===== src/design/bfid_ram.sv =====
// Generic single-write, single-read RAM with registered read data.
`timescale 1ns / 1ps

module bfid_ram #(
  parameter int WIDTH = 8,
  parameter int DEPTH = 16
) (
  input  logic                     clk,
  input  logic                     we,
  input  logic [$clog2(DEPTH)-1:0] waddr,
  input  logic [WIDTH-1:0]         wdata,
  input  logic [$clog2(DEPTH)-1:0] raddr,
  output logic [WIDTH-1:0]         rdata
);

  logic [WIDTH-1:0] mem [DEPTH];

  always_ff @(posedge clk) begin
    if (we) begin
      mem[waddr] <= wdata;
    end
    rdata <= mem[raddr];
  end

endmodule


===== config.mk =====
export PLATFORM = sky130hd
export DESIGN_NAME = bfid_ram
export DESIGN_NICKNAME = d
export VERILOG_FILES = /design/src/design/bfid_ram.sv
export SDC_FILE = /design/constraint.sdc
export NUM_CORES = 1
export LEC_CHECK = 0
export BUFFER_PORTS_ARGS = -buffer_cell sky130_fd_sc_hd__buf_2
export CAP_MARGIN = 20
export CORE_UTILIZATION = 40
export DETAILED_ROUTE_END_ITERATION = 12
export GPL_ROUTABILITY_DRIVEN = 0
export SYNTH_ARGS = -nofsm -noshare
export SYNTH_HDL_FRONTEND = slang
export SYNTH_SLANG_ARGS = --single-unit

===== constraint.sdc =====
create_clock -name clk -period 3.1 [get_ports clk]
set_input_delay 0.62 -clock clk [delete_from_list [all_inputs] [get_ports clk]]
set_output_delay 0.62 -clock clk [all_outputs]
set_load 0.03 [all_outputs]

After elaboration in Yosys (flattened, before gate mapping)
Memory sizes are Yosys's and may differ from the RTL's. A register that Yosys moved wholly into a read port is not among the register bits.
Index checks and enable logic that the tools add are counted.
- multiplexer cells: 2
- operators by type and width (cell ; count):
    $mux 1 ; 2
- register bits after elaboration: 0
- memory bits (writable): 128
- bits of input ports: 18
- output and inout port bits: 8
- word-level logic and storage cells: 3
- memories kept: 1
- memory list (name ; depth ; bits a word ; read ports ; clocked after memory_dff ; wr ports ; line ; source):
    mem ; 16 ; 8 ; 1 ; 1 ; 1 ; 16 ; logic [WIDTH-1:0] mem [DEPTH];

Logic depth before layout (Yosys ltp)
- depth in word-level cells: 2
- depth in mapped cells: 5

Worst setup path before layout
No wires, ideal clock.
- path kind: input to register
- start point: input port waddr[2]
- end point: memory mem[0][0] (enable)
- arrival time: 1.730 ns
- path slack: 0.987 ns
- stages on the path: 2
- path buffers: 0
- cell sequence: or3b_2 > nor3_1
- RTL lines (what ; line ; source):
    start: declaration ; 10 ; input logic [$clog2(DEPTH)-1:0] waddr,
    end: declaration ; 16 ;
No word-level cell before the write port.

==> summary.md <==
Headroom to the max-slew limit came out at 35.8%. The startpoint identified for the worst hold timing path is wdata[6]. The number of antenna diodes in the final layout is 0. The startpoint identified for the worst register-to-register timing path is mem[0][2]. The arrival time of data at the critical path endpoint was 2.13 ns. The worst hold path belongs to the class input port to flip-flop. Net count of the finished layout: 298.

The tools report the TritonCTS sink count as 136. Mean cell area of the mapped netlist: 22.5 um^2. IR analysis of the VDD net gives a maximum drop of 0.465 mV. For the worst flop-to-flop path, the logic depth is 3. Walking the worst path, the cells encountered are buf_2 > mux4_1 > a22oi_1 > nand2_1. In this run the tool buffered the top-level ports with 25 buffer cells.

The total number of vias came out at 2450. The worst setup path is launched from an input port. The chip width was 115 um; the total count of max-transition violations in the final report was 0. Buffers added to address setup during post-CTS repair amount to 0. The first-pass iteration count of the detailed router is 6, and the cell area power density is 722 nW/um^2. For the pin count of the biggest net entering global routing, the log shows 33. The die extent in y works out to 115 um. After clock tree synthesis, the flow added hold-fix buffers numbering 0. Yosys printed 0 warnings. The number of antenna violations at the first check in global routing is 0. Share of cells above drive strength 1: 31.4%. The count of nets left with antenna violations once routing finished came out at 0. The final core utilization came out at 49.3%. Based on the critical path, the design can be clocked at up to 0.542 GHz. Setup repair after global routing left no endpoint under its margin. The H-tree depth came out at 4. The count of state elements after synthesis came out at 136.

Commonest non-fill, non-tap cell in the layout: edfxtp_1. The critical path is of the input port to flip-flop type. In this run the standard cell core region covers 12600 um^2.

For this design the top-level I/O count stands at 26. The logs give 0.41 ns for the clock insertion delay at the later pin of the skew report and 229 for the gate count after technology mapping. For this run, the slowest stage of the critical path takes 0.61 ns. Using the TritonRoute via totals, the vias-per-cell ratio works out to 5.27. Once the floorplan was initialized, standard cells occupied 41.0% of the core.

TritonCTS built the clock tree. Dividing the detail-routed wire length by the instance count gives 21.7 um. The run gives 10.1 mm as the wire length reported by the detailed router. The worst path needs 1.85 ns of the cycle, external delays included.

The number of global-route vias before repair is 2519, and the DRC violation total after the first TritonRoute iteration is 243. The number of cells traversed by the worst hold path came out at 1. For the sum of overflow across all layers after global routing, the log shows 0.

The die covers 13300 um^2. Setup slack on the worst reg-to-reg path comes out at 1.65 ns. The run finished with clean final reports. The total negative slack came out at 0 ns. The distinct cell type count after synthesis was 19; the clock transition at the registers of the reported paths was 0.06 ns. The sink of the worst hold path is mem[6][6].

In this run the static leakage power is 2.10 nW. The tools report the quantity of gates resized following cts as 0. The worst register-to-register path ends at rdata[2].

Summed over all nets, the half-perimeter wirelength after detailed placement is 5.99 mm. Number of hold-slack violations in the final timing report: 0. The overall global routing resource usage is 17.0%. The first global-routing pass estimated 15.3 mm of wire. Area growth from synthesis to layout: 20.3%. The logs give 17 for the number of buffers created by CTS and 0 for the max-cap violation count. Of all nets on the critical path, the largest fanout is 32. The tree is rooted in a clkbuf_16. The synthesized netlist occupies a cell area of 5150 um^2.

For the final database, setup skew stands at 0.00964 ns. After synthesis, flip-flops and latches occupy 77.8% of the total area. Setup violations remaining at the end of the flow were counted as 0. Counting every net in the synthesized netlist gives 247.

The maximum buffer depth of the clock tree is 2. In the finished design, the share of the clock period the worst path needs comes to 59.5%. In the layout the commonest cells are 128 x edfxtp_1, 25 x buf_2, 18 x mux4_2.

Cell with the largest stage delay on the worst path: buf_2. Row generation in the floorplan step produced 41 rows. Type of element capturing the critical path: a flip-flop.

At the worst endpoint, the required time is 3.38 ns. In the routed design, unresolved DRC markers number 0. For the pin with the worst max-slew slack, the measured transition is 0.960 ns.
[state kept, by name, indices dropped and copies added, names as in the netlist]
register	cells
mem	128
rdata	8
[report_power, final]
part           internal (W)  leakage (nW)  switching [W]
sequential          0.00206          1.22      0.0000103
combinational     0.0000805         0.565       0.000130
clock               0.00144         0.311       0.000759
total               0.00357          2.10       0.000899
[final cells by class]
class / count / area [um^2]
fillers: 1006 / 6370
flip-flops and latches: 136 / 4000
multi-input cells: 83 / 1060
clock buffers: 18 / 429
repair buffers: 42 / 265
clock inverters: 14 / 223
well taps: 172 / 215
[synth_stat cells]
| cell type | number | area, um^2 |
|---|---|---|
| edfxtp_1 | 128 | 3840 |
| and2_1 | 1 | 6.26 |
| nand2b_1 | 2 | 12.5 |
| buf_6 | 3 | 33.8 |
| buf_2 | 3 | 15.0 |
| a22oi_1 | 16 | 120 |
| and2b_1 | 1 | 7.51 |
| buf_4 | 1 | 7.51 |
| mux4_1 | 14 | 368 |
| nor3_1 | 4 | 20.0 |
| clkdlybuf4s25_2 | 3 | 30.0 |
| nand3_1 | 1 | 5.00 |
| nor2_1 | 13 | 48.8 |
| dfxtp_1 | 8 | 160 |
| nor2b_1 | 1 | 6.26 |
| nand3b_1 | 2 | 15.0 |
| nand2_1 | 9 | 33.8 |
| or3b_2 | 1 | 8.76 |
| mux4_2 | 18 | 405 |
[kinds of logic after synthesis]
kind of cell / Yosys count / synth area share, %
multiplexers: 32 / 15.0
flip-flops: 136 / 77.8
AO/OA/AOI/OAI: 16 / 2.33
buffers and inverters: 10 / 1.68
AND/OR/NAND/NOR: 35 / 3.18
[per-stage QoR]
stage | area [um^2] | setup slack [ns] | cells | total power (W) | hold slack [ns]
6_report | 6190 | 1.25 | 465 | 0.00447 | 0.606
4_1_cts | 6190 | 1.23 | 465 | 0.00450 | 0.584
2_1_floorplan | 5150 | 0.987 | 229 | 0.00223 | 0.629
5_1_grt | 6190 | 1.15 | 465 | 0.00459 | 0.603
3_5_place_dp | 5540 | 0.831 | 433 | 0.00232 | 0.662
3_3_place_gp | 5540 | 0.867 | 433 | 0.00231 | 0.648
[critical path: cells and delay by family]
kind	cells	cell delay, ns
AOI/OAI and AO/OA	1	0.37
buffers and inverters	1	0.61
muxes	1	0.41
and+or+nand+nor	1	0.09
[worst max-delay path by stage]
stage / end / from / slack [ns] / cells past startpoint
2_1_floorplan: mem[0][0] / waddr[2] / 0.99 / 2
3_3_place_gp: rdata[3] / raddr[0] / 0.87 / 5
3_5_place_dp: rdata[2] / raddr[1] / 0.83 / 4
4_1_cts: rdata[0] / raddr[1] / 1.23 / 4
5_1_grt: rdata[2] / raddr[1] / 1.15 / 4
6_report: rdata[2] / raddr[1] / 1.25 / 4
[metal layers]
layer,GRT usage [%],up-vias,part of all wire [%]
met1,21.7,1299,45
met3,4.81,11,4.5
met2,27.1,62,49
met4,7.62,0,1.4
met5,0,-,0
li1,-,1078,-
Note: power is estimated with default switching activity, not from simulation.
