[config.mk]
export PLATFORM = sky130hd
export DESIGN_NAME = bfid_hash
export DESIGN_NICKNAME = d
export VERILOG_FILES = /design/src/design/bfid_pkg.sv /design/src/design/bfid_hash.sv
export SDC_FILE = /design/constraint.sdc
export NUM_CORES = 2
export LEC_CHECK = 0
export BUFFER_PORTS_ARGS = -buffer_cell sky130_fd_sc_hd__clkbuf_2
export CORE_ASPECT_RATIO = 0.9
export CORE_MARGIN = 3
export CORE_UTILIZATION = 25
export DETAILED_ROUTE_END_ITERATION = 16
export HOLD_SLACK_MARGIN = 0.15
export SYNTH_ARGS = -nofsm -noshare
export SYNTH_HDL_FRONTEND = slang
export SYNTH_SLANG_ARGS = --single-unit
[constraint.sdc]
create_clock -name clk -period 10.4 [get_ports clk]
set_input_delay 0.52 -clock clk [delete_from_list [all_inputs] [get_ports clk]]
set_output_delay 0.52 -clock clk [all_outputs]
set_load 0.03 [all_outputs]
[src/design/bfid_pkg.sv]
// Shared constants for the bidirectional flow id table.
`timescale 1ns / 1ps

package bfid_pkg;

  localparam int FLOW_CAPACITY = 1024;

  // Canonical key: low address, high address, protocol, low-side port, high-side port.
  localparam int KEY_W = 104;
  localparam int FLOW_NUM_W = 11;

  localparam logic [7:0] PROTO_TCP = 8'd6;
  localparam logic [7:0] PROTO_UDP = 8'd17;

  localparam logic [63:0] HASH_K_ADDR = 64'h9E3779B97F4A7C15;
  localparam logic [63:0] HASH_K_REST = 64'hC2B2AE3D27D4EB4F;

endpackage

[src/design/bfid_hash.sv]
// Iterative slot hash: one shared 32x32 multiplier for mixing, folding and the remainder.
`timescale 1ns / 1ps

module bfid_hash #(
  parameter int FLOW_CAPACITY = bfid_pkg::FLOW_CAPACITY
) (
  input  logic                             clk,
  input  logic                             rst,
  input  logic                             start,
  input  logic [bfid_pkg::KEY_W-1:0]       key,
  output logic                             done,
  output logic [$clog2(FLOW_CAPACITY)-1:0] slot
);

  localparam int IW = $clog2(FLOW_CAPACITY);
  // 2^32 mod capacity folds the upper word down; the reciprocal gives the quotient.
  localparam logic [31:0] CAP32  = 32'(FLOW_CAPACITY);
  localparam logic [31:0] FOLD_K = 32'((64'd1 << 32) % 64'(FLOW_CAPACITY));
  localparam logic [31:0] RECIP  = 32'((64'd1 << 32) / 64'(FLOW_CAPACITY));

  typedef enum logic [7:0] {
    HS_IDLE = 8'b00000001,
    HS_MUL  = 8'b00000010,
    HS_FOLD = 8'b00000100,
    HS_ADD  = 8'b00001000,
    HS_QUOT = 8'b00010000,
    HS_BACK = 8'b00100000,
    HS_SUB  = 8'b01000000,
    HS_FIX  = 8'b10000000
  } hs_state_t;

  hs_state_t   state;
  logic [2:0]  step;
  logic [63:0] addrs;
  logic [63:0] rest;
  logic [63:0] acc;
  logic [63:0] hreg;
  logic [63:0] prod;
  logic [31:0] rem;

  logic [31:0] mul_a;
  logic [31:0] mul_b;
  logic [63:0] acc_hi;
  logic [63:0] h_mix;

  // Low 64 bits of a 64x64 product: a0*b0 + ((a0*b1 + a1*b0) << 32).
  // Folding multiplies the upper word by 2^32 mod capacity, and the remainder
  // takes an estimated quotient from the reciprocal, then multiplies it back.
  always_comb begin
    mul_a = '0;
    mul_b = '0;
    case (state)
      HS_MUL: begin
        case (step)
          3'd0: begin mul_a = addrs[31:0];  mul_b = bfid_pkg::HASH_K_ADDR[31:0];  end
          3'd1: begin mul_a = addrs[31:0];  mul_b = bfid_pkg::HASH_K_ADDR[63:32]; end
          3'd2: begin mul_a = addrs[63:32]; mul_b = bfid_pkg::HASH_K_ADDR[31:0];  end
          3'd3: begin mul_a = rest[31:0];   mul_b = bfid_pkg::HASH_K_REST[31:0];  end
          3'd4: begin mul_a = rest[31:0];   mul_b = bfid_pkg::HASH_K_REST[63:32]; end
          3'd5: begin mul_a = rest[63:32];  mul_b = bfid_pkg::HASH_K_REST[31:0];  end
          default: ;
        endcase
      end
      HS_FOLD: begin mul_a = hreg[63:32]; mul_b = FOLD_K; end
      HS_QUOT: begin mul_a = hreg[31:0];  mul_b = RECIP;  end
      HS_BACK: begin mul_a = prod[63:32]; mul_b = CAP32;  end
      default: ;
    endcase
  end

  assign acc_hi = acc + {prod[31:0], 32'd0};
  assign h_mix  = hreg ^ acc_hi;

  always_ff @(posedge clk) begin
    done <= !rst && (state == HS_FIX);
    prod <= {32'd0, mul_a} * {32'd0, mul_b};
    if (rst) begin
      state <= HS_IDLE;
    end else begin
      case (state)
        HS_IDLE: begin
          if (start) begin
            addrs <= key[103:40];
            rest  <= {24'd0, key[39:0]};
            step  <= 3'd0;
            state <= HS_MUL;
          end
        end
        HS_MUL: begin
          step <= step + 3'd1;
          case (step)
            3'd1: acc <= prod;
            3'd2: acc <= acc_hi;
            3'd3: hreg <= acc_hi ^ (acc_hi >> 29);
            3'd4: acc <= prod;
            3'd5: acc <= acc_hi;
            3'd6: begin
              hreg  <= h_mix ^ (h_mix >> 32);
              state <= HS_FOLD;
            end
            default: ;
          endcase
        end
        HS_FOLD: begin
          // At most four rounds bring a 64-bit hash below 2^32.
          if (hreg[63:32] == 32'd0) begin
            state <= HS_QUOT;
          end else begin
            state <= HS_ADD;
          end
        end
        HS_ADD: begin
          hreg  <= prod + {32'd0, hreg[31:0]};
          state <= HS_FOLD;
        end
        HS_QUOT: begin
          state <= HS_BACK;
        end
        HS_BACK: begin
          state <= HS_SUB;
        end
        HS_SUB: begin
          // The quotient estimate is low by at most one, so this is below twice the capacity.
          rem   <= hreg[31:0] - prod[31:0];
          state <= HS_FIX;
        end
        HS_FIX: begin
          rem   <= (rem >= CAP32) ? rem - CAP32 : rem;
          state <= HS_IDLE;
        end
        default: state <= HS_IDLE;
      endcase
    end
  end

  assign slot = rem[IW-1:0];

endmodule

Word level (Yosys, flattened, before mapping)
Index checks and enable logic that the tools add are counted.

word-level totals
  flip-flop bits (word level) = 340
  input bits = 107

operators by class
  $add $sub $neg = 5
  multipliers = 1
  order comparisons = 1
  equal/unequal tests = 18
  muxes and demuxes = 15
  bitwise logic cells = 4
  reductions and logical operators = 20

operators with widths
  operator                                               count
  one-hot mux 32 bit (4 select lines)                    3
  one-hot mux 64 bit (2 select lines)                    3
  one-hot mux 32 bit (3 select lines)                    1
  adder 64 x 32 -> 64 bit                                1
  adder 64 bit                                           1
  multiplier 32 x 32 -> 64 bit                           1
  one-hot mux 32 bit (2 select lines)                    1
  bitwise XOR 64 x 32 -> 64 bit                          1
  bitwise XOR 64 x 35 -> 64 bit                          1
  bitwise XOR 64 bit                                     1
  one-hot mux 8 bit (7 select lines)                     1
  >= comparator 32 x 11 -> 1 bit, second input constant  1
  logical NOT 32 bit                                     1
  two-way mux 32 bit                                     1
  subtractor 32 x 11 -> 32 bit, second input constant    1
  subtractor 32 bit                                      1
  two-way mux 8 bit                                      2
  AND reduction 3 bit                                    5
  OR reduction 2 bit                                     6
  == test 3 bit, second input constant                   3
  == test 8 x 1 -> 1 bit, second input constant          1
  == test 8 x 2 -> 1 bit, second input constant          1
  == test 8 x 3 -> 1 bit, second input constant          1
  == test 8 x 4 -> 1 bit, second input constant          1
  19 further kinds                                       24

Logic depth before layout (Yosys ltp)
  word-level depth = 5
  gate-level depth with buffers = 39

Least setup slack after synthesis
Ideal clock, no wire load.

  path type = reg-to-reg
  start = register step[0]
  end = register prod[59]
  setup time = 127 ps
  arrival time = 8,828 ps
  data required time = 10,273 ps
  path slack = 1,444 ps
  stages on the path, launching flop included = 37
  path buffers = 4
  cells stage by stage = edfxtp_1 inv_1 ha_1 nor2b_1 clkbuf_1 clkbuf_1 clkbuf_1 a222oi_1 nor2_1 inv_1 nand2_1 nand2_1 nand2_1 inv_1 fa_1 fa_1 inv_1 fa_1 inv_1 fa_1 inv_1 fa_1 inv_1 fa_1 fa_1 fa_1 inv_1 ha_1 clkbuf_1 nand3_1 o221ai_1 a211oi_1 a2111oi_0 o21ai_0 o21ai_0 a221oi_1 xnor2_1

on the way
  cells in the longest elaborated chain, start to end = 5

RTL lines
  item                                                                                               line             RTL
  start: declaration                                                                                 bfid_hash.sv:33  logic [2:0] step;
  start signal: assignment                                                                           bfid_hash.sv:90  step <= step + 3'd1;
  == test 3 x 2 -> 1 bit, or another cell as far along                                               bfid_hash.sv:54  case (step)
  OR reduction 2 bit (no line)                                                                       n/a
  one-hot mux 32 bit (4 select lines)                                                                bfid_hash.sv:54
  one-hot mux 32 bit (4 select lines) / one-hot mux 32 bit (3 select lines) (equally long branches)  bfid_hash.sv:52  case (state)
  multiplier 32 x 32 -> 64 bit *                                                                     bfid_hash.sv:76  prod <= {32'd0, mul_a} * {32'd0, mul_b};
  end signal: assignment                                                                             bfid_hash.sv:76
  end: declaration                                                                                   bfid_hash.sv:38  logic [63:0] prod;

Mark *: on every way between the ends. The rest lies on a longest branch, timed or not.
A chain may end at the register's enable or synchronous reset.

Final worst setup path
  start = register step[0]
  end = register prod[63]

The elaborated chain is that of the path after synthesis.

==> metrics.md <==
| Metric | Value |
|---|---|
| Vias in the first global route | 40,800 |
| Slew Viols, Final | 0 |
| Initial antenna violation count | 5 |
| Crit-path slowest cell | nor2_1 |
| Filler Cell Count | 20,200 |
| Endpoint class of the critical path | flop |
| Power Density | 57.6 nW/µm² |
| Ratio of cells with drive above 1 in the final layout | 10.3% |
| Initial Util | 25.3% |
| Commonest non-fill, non-tap cell in the layout | inv_1 |
| Final Hold Vio Count | 0 |
| Mapped Area | 48,500 µm² |
| Pin count of the biggest net entering global routing | 97 |
| Multi-input gate area | 35,300 µm² |
| Post-Synthesis Cells | 5,053 |
| Synth Area in Simple Gates | between 10% and 20% |
| Max incr delay on CP | 0.92 ns |
| Clk root buf | clkbuf_16 |
| Worst Path Arrival | 10.46 ns |
| Post-synth ARST share | 0% |
| Hpwl dp | 173 mm |
| Adder-cell share of the synthesized area | 45.4% |
| Worst Setup Path Type | reg2reg |
| CTS tree | yes |
| PnR Total Power | 3260 µW |
| Yosys reg bits | 318 |
| # IOs | between 100 and 150 |
| Yosys cell types | 84 |
| MaxCap Viol Count | 0 |
| Number of flops mapped to enable cells by yosys | 245 |
| Slew headroom | 17.4% |
| Worst ir drop on vdd | 0.143 mV |
| Synth Area in XOR/XNOR | approximately 5.6% |
| Total Routed Length | 203 mm |
| Routed len/inst | 25.4 µm |
| Grt ovf | 0 |
| Final worst-path cycle share | 96.2% |
| Mean Syn Cell Area | 9.60 µm² |
| Global Route Usage Sum | 20.1% |
| Chip width | 470 µm |
| Ys flop type | edfxtp_1 |
| Number of warnings issued by yosys | 0 |
| Hold depth | 3 |
| Endpoints failing setup | 0 |
| Clk_skew | 0.0863 ns |
| Final Cell Area | between 50,000 and 60,000 µm² |
| Number of cells on the worst reg-to-reg path | 28 |
| Clock sinks | 318 |
| FMAX | approximately 100 MHz |
| I/O Buffers | between 100 and 150 |
| Compound-Gate Fraction of Synth Area | between 10% and 20% |
| Nets | 6,785 |
| Core footprint | 192,000 µm² |
| Global-route wire length before repair | between 200 and 300 mm |
| Most frequent cells in the layout | inv_1, fa_1, nand2_1 |
| Full die area | 199,000 µm² |
| Hold Path Class | in2reg |
| Global placement routability congestion | 1.01 |
| Critical Path Start Type | flop |
| Rows | 152 |
| First-pass detailed-route iteration total | 7 |
| Clock Tree Buf Depth | 3 |
| DRT antenna net count | 0 |
| Die H | approximately 420 µm |
| Syn-to-layout area delta | 16.6% |
| DR vias/cell | roughly 4.9 |
| Via count of the routed design | 39,300 |
| Residual DRC | 0 |
| Main combinational cell family by area after synthesis | adder cells |
| Multiplexer share of the synthesized area | less than 1% |
| Area after DPL | about 54,000 µm² |
| Most common cell on crit path | fa_1 |
| DRT iter0 DRCs | 4,369 |
| Cell leakage power | 0.0276 µW |
| Worst-path fanout max | 10 |
| H-Tree Depth | 2 |
| Worst skew pair latency | 0.66 ns |
| Clk slew on worst S/H paths | about 0.070 ns |
| Register Area | just under 9000 µm² |
| Register area share after synthesis | 18.2% |
| Synth Net Count | 6,397 |
| CP required | around 11 ns |
| Number of CTS-inserted buffers | 37 |
| Tightest Pin Transition | about 1.2 ns |
| Status | finished, final reports clean |
| Fin crit period | 10.00 ns |
power breakdown:
group / leakage (µW) / internal, µW / switching (µW)
Sequential: 0.00284 / 1400 / 24.1
Clock: 0.000608 / 791 / 619
Combinational: 0.0241 / 165 / 254
Total: 0.0276 / 2360 / 897
area by class of cell:
| cell class | count | share of cell area [%] |
|---|---|---|
| diodes | 1 | 0.00442 |
| clock buffers | 53 | 1.93 |
| clock inverters | 13 | 0.292 |
| inverters | 1075 | 7.13 |
| multi-input cells | 3486 | 62.4 |
| flip-flops and latches | 318 | 15.6 |
| well taps | 2541 | 5.62 |
| repair buffers | 523 | 7.02 |
critical path: cells and delay by family (launching register included):
family | cells | cell delay [ns]
AND/OR/NAND/NOR | 5 | 1.84
AO/OA/AOI/OAI | 9 | 2.21
adder cells (fa/ha/maj) | 10 | 4.65
XOR/XNOR | 1 | 0.12
flip-flops | 1 | 0.45
buffers and inverters | 3 | 0.55
timing repair:
| item | in CTS | in global routing |
|---|---|---|
| gates resized for setup | 3 | 34 |
| hold buffers | 104 | 0 |
| buffers inserted | 0 | 11 |
| cloned | 0 | 0 |
| pin swaps | 1 | 9 |
| endpoints found under the hold margin | 104 | 0 |
| setup endpoints to repair | 5 | 20 |
flip-flops by register name, indices dropped and copies added (netlist names):
signal	count
hreg	64
rest	40
prod	64
done	1
acc	64
rem	10
step	3
state	8
addrs	64
cells in the mapped netlist, types with 6 or more instances:
library cell / count / area, µm²
xor2_1: 103 / 902
nor2_1: 370 / 1390
and3_1: 26 / 163
nor3_1: 30 / 150
inv_1: 1075 / 4040
or3_1: 10 / 62.6
nand3_1: 40 / 200
nor2b_1: 22 / 138
or2_2: 7 / 43.8
a21o_1: 72 / 541
a21oi_1: 280 / 1400
clkbuf_1: 150 / 563
nand2b_1: 23 / 144
a31oi_1: 12 / 75.1
o31ai_1: 6 / 45.0
and2_1: 39 / 244
mux2i_1: 11 / 110
fa_1: 869 / 17400
o21ai_0: 175 / 876
dfxtp_1: 73 / 1460
a222oi_1: 33 / 330
o21bai_1: 29 / 218
buf_2: 14 / 70.1
nor4_1: 18 / 113
nand4_1: 32 / 200
xnor2_1: 192 / 1680
ha_1: 368 / 4600
buf_1: 8 / 30.0
nand2_1: 486 / 1820
a211oi_2: 7 / 87.6
a22o_1: 31 / 272
o211ai_1: 15 / 113
a31o_2: 6 / 52.6
edfxtp_1: 245 / 7360
a211oi_1: 41 / 308
nor3b_1: 7 / 52.6
a211o_1: 6 / 52.6
o21a_1: 14 / 105
o21ai_1: 9 / 45.0
kinds of logic after synthesis:
logic type	count (synthesis)
buffers and inverters	1249
adder cells (fa/ha/maj)	1237
AND/OR/NAND/NOR	1134
AO/OA/AOI/OAI	803
flip-flops	318
XOR/XNOR	301
multiplexers	11
path summary, 6_finish.rpt:
path,from,endpoint,slack (ns)
max,step[0],prod[63],0.40
max reg2reg,step[0],prod[63],0.40
min reg2reg,state[5],state[7],0.54
min,start,state[2],0.34
stage by stage:
stage / utilization, % / hold WS, ns / setup TNS (ns) / setup WS (ns) / cells
floorplan: - / 0.479 / 0 / 1.44 / 5053
global placement: 28.2 / 0.523 / -6.74 / -0.800 / 7828
detailed placement: 28.2 / 0.531 / -1.65 / -0.529 / 7828
CTS: 29.4 / 0.320 / 0 / 0.00143 / 7998
global route: 29.5 / 0.366 / -0.00108 / -0.000552 / 8010
finish: 29.5 / 0.341 / 0 / 0.399 / 8010
routing by layer:
layer  up-vias  routed length (µm)  GRT usage (%)
met4         8                6640           5.39
met3       318               23500           5.94
met5         -                  55              0
li1      16800                   -              -
met1     20000               88200           28.5
met2      2093               84800           29.6
Note: power is estimated with default switching activity, not from simulation.
